<file path="src/hw/rtl/orso_pkg.sv">
package orso_pkg;

  localparam logic [16:0] POLY_A = 17'd102944;
  localparam logic [16:0] POLY_B = 17'd42047;
  localparam logic [16:0] POLY_C = 17'd4640;

  localparam int unsigned SIN_W   = 16;
  localparam int unsigned QDEPTH  = 8;
  localparam int unsigned QPTR_W  = 3;
  localparam int unsigned QLVL_W  = 4;
  localparam int unsigned FSTAGES = 4;

  typedef struct packed {
    logic [QLVL_W-1:0] level;
    logic              empty;
  } fifo_stat_t;

endpackage

</file>
<file path="src/hw/rtl/orso_fifo.sv">
module orso_fifo #(
  parameter int unsigned DW = 8
) (
  input  logic                 clk_i,
  input  logic                 rst_ni,
  input  logic                 push_i,
  input  logic [DW-1:0]        push_data_i,
  input  logic                 pop_i,
  output logic [DW-1:0]        head_o,
  output orso_pkg::fifo_stat_t stat_o
);
  import orso_pkg::*;

  logic [DW-1:0]     mem_q [QDEPTH];
  logic [QPTR_W-1:0] wr_q, rd_q;
  logic [QLVL_W-1:0] lvl_q;

  always_ff @(posedge clk_i or negedge rst_ni) begin
    if (!rst_ni) begin
      wr_q  <= '0;
      rd_q  <= '0;
      lvl_q <= '0;
    end else begin
      if (push_i) begin
        wr_q <= wr_q + QPTR_W'(1);
      end
      if (pop_i) begin
        rd_q <= rd_q + QPTR_W'(1);
      end
      lvl_q <= lvl_q + QLVL_W'(push_i) - QLVL_W'(pop_i);
    end
  end

  always_ff @(posedge clk_i) begin
    if (push_i) begin
      mem_q[wr_q] <= push_data_i;
    end
  end

  assign head_o       = mem_q[rd_q];
  assign stat_o.level = lvl_q;
  assign stat_o.empty = (lvl_q == '0);

endmodule

</file>
<file path="config.mk">
export PLATFORM = sky130hd
export DESIGN_NAME = orso_fifo
export DESIGN_NICKNAME = d
export VERILOG_FILES = /design/src/hw/rtl/orso_pkg.sv /design/src/hw/rtl/orso_fifo.sv
export SDC_FILE = /design/constraint.sdc
export NUM_CORES = 1
export LEC_CHECK = 0
export BUFFER_PORTS_ARGS = -buffer_cell sky130_fd_sc_hd__buf_4
export CAP_MARGIN = 25
export CORE_UTILIZATION = 45
export CTS_CLUSTER_DIAMETER = 30
export DETAILED_ROUTE_END_ITERATION = 7
export MAX_ROUTING_LAYER = met4
export PLACE_DENSITY_LB_ADDON = 0.05
export SYNTH_ARGS = -nofsm -noshare
export SYNTH_HDL_FRONTEND = slang
export SYNTH_SLANG_ARGS = --single-unit
export TNS_END_PERCENT = 20
</file>
<file path="constraint.sdc">
create_clock -name clk_i -period 3.2 [get_ports clk_i]
set_input_delay 0.8 -clock clk_i [delete_from_list [all_inputs] [get_ports clk_i]]
set_output_delay 0.8 -clock clk_i [all_outputs]
set_load 0.02 [all_outputs]
</file>
# ---- Word-level counts from Yosys, hierarchy flattened
# Memory sizes are Yosys's and may differ from the RTL's.
# Cells that the tools add are included.
dict set report word_totals {
  mem_count 1
  mem_bits_rw 64
  ff_bits 10
  latchBits 0
  mem_bits_ro 0
  input_bits 12
  output_inout_bits 13
  word_cells 11
}
dict set report op_classes {
  addsub 4
  n_reduce_logical 1
  shift 0
  bitwise_logic 0
  n_mul 0
  magnitude_cmp 0
  n_div 0
  mux 2
  n_eq_ne 0
}
# memory depth word_bits rd rd_clocked_by_memory_dff wr line
set mem_list {}
lappend mem_list {mem_q 8 8 1 0 1 orso_fifo.sv:14} ;# logic [DW-1:0] mem_q [QDEPTH];
# operator count
set ops {}
lappend ops {{$add A3 B1 Y3 const B} 2}
lappend ops {{$add A4 B1 Y4} 1}
lappend ops {{$logic_not A4 Y1} 1}
lappend ops {{$sub A4 B1 Y4} 1}
lappend ops {{$mux W1} 2}

# ---- Logic depth before layout (Yosys ltp)
dict set report logic_depth {
  word_depth 2
  mapped_depth 7
}

# ---- Worst setup path after synthesis
# No wires, ideal clock.
dict set report synth_timing {
  kind {reg2out}
  from {register rd_q[0]}
  to {output port head_o[0]}
  slack_ps 936
  required_ps 2400
  arrival_ps 1464
  path_buffers 2
  stages_incl_launch_ff 5
  cell_sequence {dfrtp_1 > buf_6 > buf_12 > mux4_1 > mux2_2}
}
dict set report synth_via {
  elab_chain_len 1
}
# item line
set synth_lines {}
lappend synth_lines {{start, declared} orso_fifo.sv:15} ;# logic [QPTR_W-1:0] wr_q, rd_q;
lappend synth_lines {{start signal, assigned} orso_fifo.sv:28} ;# rd_q <= rd_q + QPTR_W'(1);
lappend synth_lines {{$mem_v2 Z8 W8} --}
lappend synth_lines {{end, declared} orso_fifo.sv:9} ;# output logic [DW-1:0] head_o,
# Every way passes these cells.

# ---- Final worst setup path
dict set report layout_timing {
  from {register rd_q[2]}
  to {output port head_o[0]}
}
# Same word-level chain as after synthesis.

==> report_table.html <==
<table>
<tr><th>Metric</th><th>Value</th></tr>
<tr><th colspan="2">Status</th></tr>
<tr><td>Result of the run</td><td>complete, but fails checks</td></tr>
<tr><td>Violations in the final reports</td><td>design-rule violations</td></tr>
<tr><th colspan="2">Die</th></tr>
<tr><td>Number of cell rows</td><td>29</td></tr>
<tr><td>Die H</td><td>84.0 um</td></tr>
<tr><td>Floorplan die area</td><td>0.00705 mm^2</td></tr>
<tr><td>Width of the die</td><td>84.0 um</td></tr>
<tr><td>Number of top-level design ports</td><td>25</td></tr>
<tr><td>Core region area</td><td>between 0.006 and 0.007 mm^2</td></tr>
<tr><td>Starting density of the core</td><td>a little under half</td></tr>
<tr><th colspan="2">Detailed routing</th></tr>
<tr><td>Count of nets left with antenna violations after detail routing</td><td>0</td></tr>
<tr><td>Detailed-route DRC error count</td><td>7</td></tr>
<tr><td>Final WL</td><td>5290 um</td></tr>
<tr><td>Post-DR vias/cell</td><td>5.37</td></tr>
<tr><td>Initial detailed-routing violation count</td><td>40</td></tr>
<tr><td>Post-detailed-route wirelength per cell</td><td>19.8 um</td></tr>
<tr><td>Count of vias placed by the detailed router</td><td>around 1400</td></tr>
<tr><td>Number of iterations in the first detailed-routing pass</td><td>6</td></tr>
<tr><th colspan="2">Place</th></tr>
<tr><td>Placed wire-length estimate after detailed placement</td><td>about 3400 um</td></tr>
<tr><td>Total of buffers placed on input and output ports</td><td>24</td></tr>
<tr><td>Routability cong.</td><td>0.727</td></tr>
<tr><td>Post-placement worst setup slack</td><td>about 720 ps</td></tr>
<tr><td>Area post-placement</td><td>0.00334 mm^2</td></tr>
<tr><th colspan="2">CTS</th></tr>
<tr><td>Clock latency on the worst-skew pair</td><td>340 ps</td></tr>
<tr><td>Clock-pin slew on the worst setup and hold paths</td><td>about 70 ps</td></tr>
<tr><td>Root Buffer</td><td>clkbuf_8</td></tr>
<tr><td>Setup Fix Bufs, Post-CTS</td><td>0</td></tr>
<tr><td>Total number of clock tree sinks</td><td>74</td></tr>
<tr><td>CTS H-Tree Depth</td><td>3</td></tr>
<tr><td>TritonCTS Buffers</td><td>9</td></tr>
<tr><td>Buffers from clock root to sink, at most</td><td>2</td></tr>
<tr><td>Clock tree from TritonCTS</td><td>built</td></tr>
<tr><td>Cells resized by post-CTS repair</td><td>0</td></tr>
<tr><td>CTS Hold Buffers Added</td><td>0</td></tr>
<tr><th colspan="2">Synth</th></tr>
<tr><td>Arithmetic-cell share of the synthesized area counting full adders, half adders and majority gates</td><td>3.56%</td></tr>
<tr><td>Parity-gate share of the synthesized area counting xor and xnor cells</td><td>1.74%</td></tr>
<tr><td>Compound-Gate Fraction of Synth Area</td><td>0.414%</td></tr>
<tr><td>Number of unique standard cell types used by synthesis</td><td>20</td></tr>
<tr><td>Mapped Avg Cell Area</td><td>20.9 um^2</td></tr>
<tr><td>Total of flip-flops plus latches after synthesis</td><td>74</td></tr>
<tr><td>Area of the mapped netlist</td><td>between 0.003 and 0.004 mm^2</td></tr>
<tr><td>Fraction of the mapped netlist area in simple logic gates</td><td>2.40%</td></tr>
<tr><td>Main combinational cell family by area after synthesis</td><td>multiplexers</td></tr>
<tr><td>Synthesis Warnings</td><td>0</td></tr>
<tr><td>Proportion of synthesized chip area in sequential cells</td><td>between 70% and 80%</td></tr>
<tr><td>Syn nets</td><td>165</td></tr>
<tr><td>Mux cell area share after synthesis</td><td>17.6%</td></tr>
<tr><td>Post-synthesis instance total</td><td>between 100 and 150</td></tr>
<tr><th colspan="2">STA</th></tr>
<tr><td>Count of final setup violators</td><td>0</td></tr>
<tr><td>Highest clock frequency the design can meet</td><td>approximately 0.36 GHz</td></tr>
<tr><td>Headroom to the max-slew limit</td><td>about 54%</td></tr>
<tr><td>Post-route fraction of the period consumed by the critical path</td><td>87.4%</td></tr>
<tr><td>Final hold violation count</td><td>0</td></tr>
<tr><td>Worst-case clock skew</td><td>7.87 ps</td></tr>
<tr><td>Slew at the pin with the worst max-slew slack</td><td>692 ps</td></tr>
<tr><td>Final Max Slew Viols</td><td>0</td></tr>
<tr><td>Post-layout worst setup margin</td><td>402 ps</td></tr>
<tr><td>Final critical delay including setup and external delays</td><td>2800 ps</td></tr>
<tr><td>Final-layout setup total negative slack</td><td>0 ps</td></tr>
<tr><td>Unrepaired setup endpoints after global routing</td><td>no</td></tr>
<tr><th colspan="2">Setup path</th></tr>
<tr><td>Worst-path cell with the longest stage delay</td><td>dfrtp_1</td></tr>
<tr><td>Sequence of cells on the critical path</td><td>mux4_1 -&gt; mux2_2 -&gt; buf_4</td></tr>
<tr><td>CP Class</td><td>flop to output pin</td></tr>
<tr><td>CP max stage delay</td><td>790 ps</td></tr>
<tr><td>Number of buffers and inverters on the critical path</td><td>1</td></tr>
<tr><td>Crit path capture type</td><td>output pin</td></tr>
<tr><td>Kind of cell adding the most delay to the critical path</td><td>flip-flops</td></tr>
<tr><td>Data required time of the critical path</td><td>between 2000 and 2500 ps</td></tr>
<tr><td>Worst-path fanout max</td><td>17</td></tr>
<tr><td>Setup crit start kind</td><td>flop</td></tr>
<tr><td>Crit path DAT</td><td>2000 ps</td></tr>
<tr><th colspan="2">Power</th></tr>
<tr><td>Overall Power</td><td>3.26 mW</td></tr>
<tr><td>Power per standard cell area</td><td>918 mW/mm^2</td></tr>
<tr><td>Worst IR Drop VDD</td><td>0.000394 V</td></tr>
<tr><td>Leakage power summed over all cells</td><td>1.34 nW</td></tr>
<tr><th colspan="2">Global routing</th></tr>
<tr><td>Global-route usage over all layers</td><td>17.9%</td></tr>
<tr><td>Global-route wire length before repair</td><td>8480 um</td></tr>
<tr><td>Remaining Overflow, GRT</td><td>0</td></tr>
<tr><td>Number of antenna violations at the first check in global routing</td><td>0</td></tr>
<tr><td>Via count of the first global-routing pass</td><td>1554</td></tr>
<tr><td>Pin count of the biggest net entering global routing</td><td>18</td></tr>
<tr><th colspan="2">Finish</th></tr>
<tr><td>Total number of nets in the final design</td><td>approximately 210</td></tr>
<tr><td>Final design area excluding fillers</td><td>around 0.0035 mm^2</td></tr>
<tr><td>Number of antenna diodes</td><td>0</td></tr>
<tr><td>Final design utilization</td><td>55.3%</td></tr>
<tr><td>Most frequent standard cell in the layout excluding fill and tap cells</td><td>edfxtp_1</td></tr>
<tr><td>Top library cells by usage in the layout, fill and taps aside</td><td>edfxtp_1 (64), buf_4 (35), mux4_1 (16), mux2_2 (10), dfrtp_1 (10)</td></tr>
<tr><td>Area grow syn2layout</td><td>17.4%</td></tr>
<tr><td>Share of final-layout standard cells stronger than drive strength 1</td><td>30.9%</td></tr>
<tr><th colspan="2">Min path</th></tr>
<tr><td>Min-delay worst type</td><td>input pin to async pin</td></tr>
<tr><th colspan="2">Flow run</th></tr>
<tr><td>Count of max-cap constraint violations</td><td>0</td></tr>
</table>
[synth_stat cells]
cell type / number / area [um^2]
fa_1: 1 / 20.0
nand2b_1: 3 / 18.8
a21o_1: 1 / 7.51
a21oi_1: 1 / 5.00
nor3_1: 2 / 10.0
mux4_1: 16 / 420
nand2_1: 4 / 15.0
buf_6: 1 / 11.3
buf_12: 1 / 20.0
xnor2_1: 3 / 26.3
ha_1: 7 / 87.6
inv_1: 8 / 30.0
xor2_1: 3 / 26.3
dfrtp_1: 10 / 250
buf_2: 1 / 5.00
nor2_1: 6 / 22.5
clkbuf_1: 2 / 7.51
and3_1: 1 / 6.26
mux2_2: 10 / 113
edfxtp_1: 64 / 1920
[where the power goes]
part	switching [mW]	total, mW	internal, mW
Clock	0.324	0.762	0.438
Combinational	0.528	1.11	0.582
Sequential	0.142	1.39	1.24
Total	0.994	3.26	2.26
[state kept, by name, indices dropped and copies added, names as in the netlist]
| register | count |
|---|---|
| wr_q | 3 |
| mem_q | 64 |
| rd_q | 3 |
| lvl_q | 4 |
[metal layers]
layer	vias to the layer above	GRT usage [%]	wire [um]
met5	-	-	0
met4	0	9.40	127
met3	12	3.36	158
met2	25	28.9	2660
met1	743	21.6	2350
li1	660	-	-
[through the flow]
step / std cells / hold WS, ps
after floorplan: 145 / 504
after global placement: 252 / 550
after detailed placement: 252 / 561
after CTS: 268 / 259
after global routing: 268 / 270
final: 268 / 279
[worst reg2reg max path: stages (launching register included)]
cell and delay, ps:
dfrtp_1 410, nand2b_1 210, nor2_1 520, buf_4 260
[cells by family (layout without fill, tap and decap cells)]
family / Yosys count / count (layout)
compound gates: 2 / 2
xor+xnor: 6 / 6
fa+ha+maj: 8 / 8
buf+inv: 13 / 59
flops: 74 / 74
mux: 26 / 26
simple gates: 16 / 16
[final cells by class]
class / instances / area (um^2)
Multi-Input combinational cell: 58 / 778
Inverter: 8 / 30.0
Tap cell: 77 / 96.3
Fill cell: 515 / 2870
Sequential cell: 74 / 2170
Clock buffer: 11 / 131
Clock inverter: 5 / 78.8
Timing Repair Buffer: 35 / 263
[final timing paths]
check	depth (start not counted)	slack (ps)	startpoint	to
max reg2reg	3	1520	wr_q[1]	mem_q[1][7]
max in group asynchronous	1	2770	rst_ni	wr_q[0]
min in group clk_i	1	560	wr_q[2]	wr_q[2]
min	1	280	rst_ni	lvl_q[1]
min reg2reg	1	560	wr_q[2]	wr_q[2]
max	3	400	rd_q[2]	head_o[0]
Note: power is estimated with default switching activity, not from simulation.
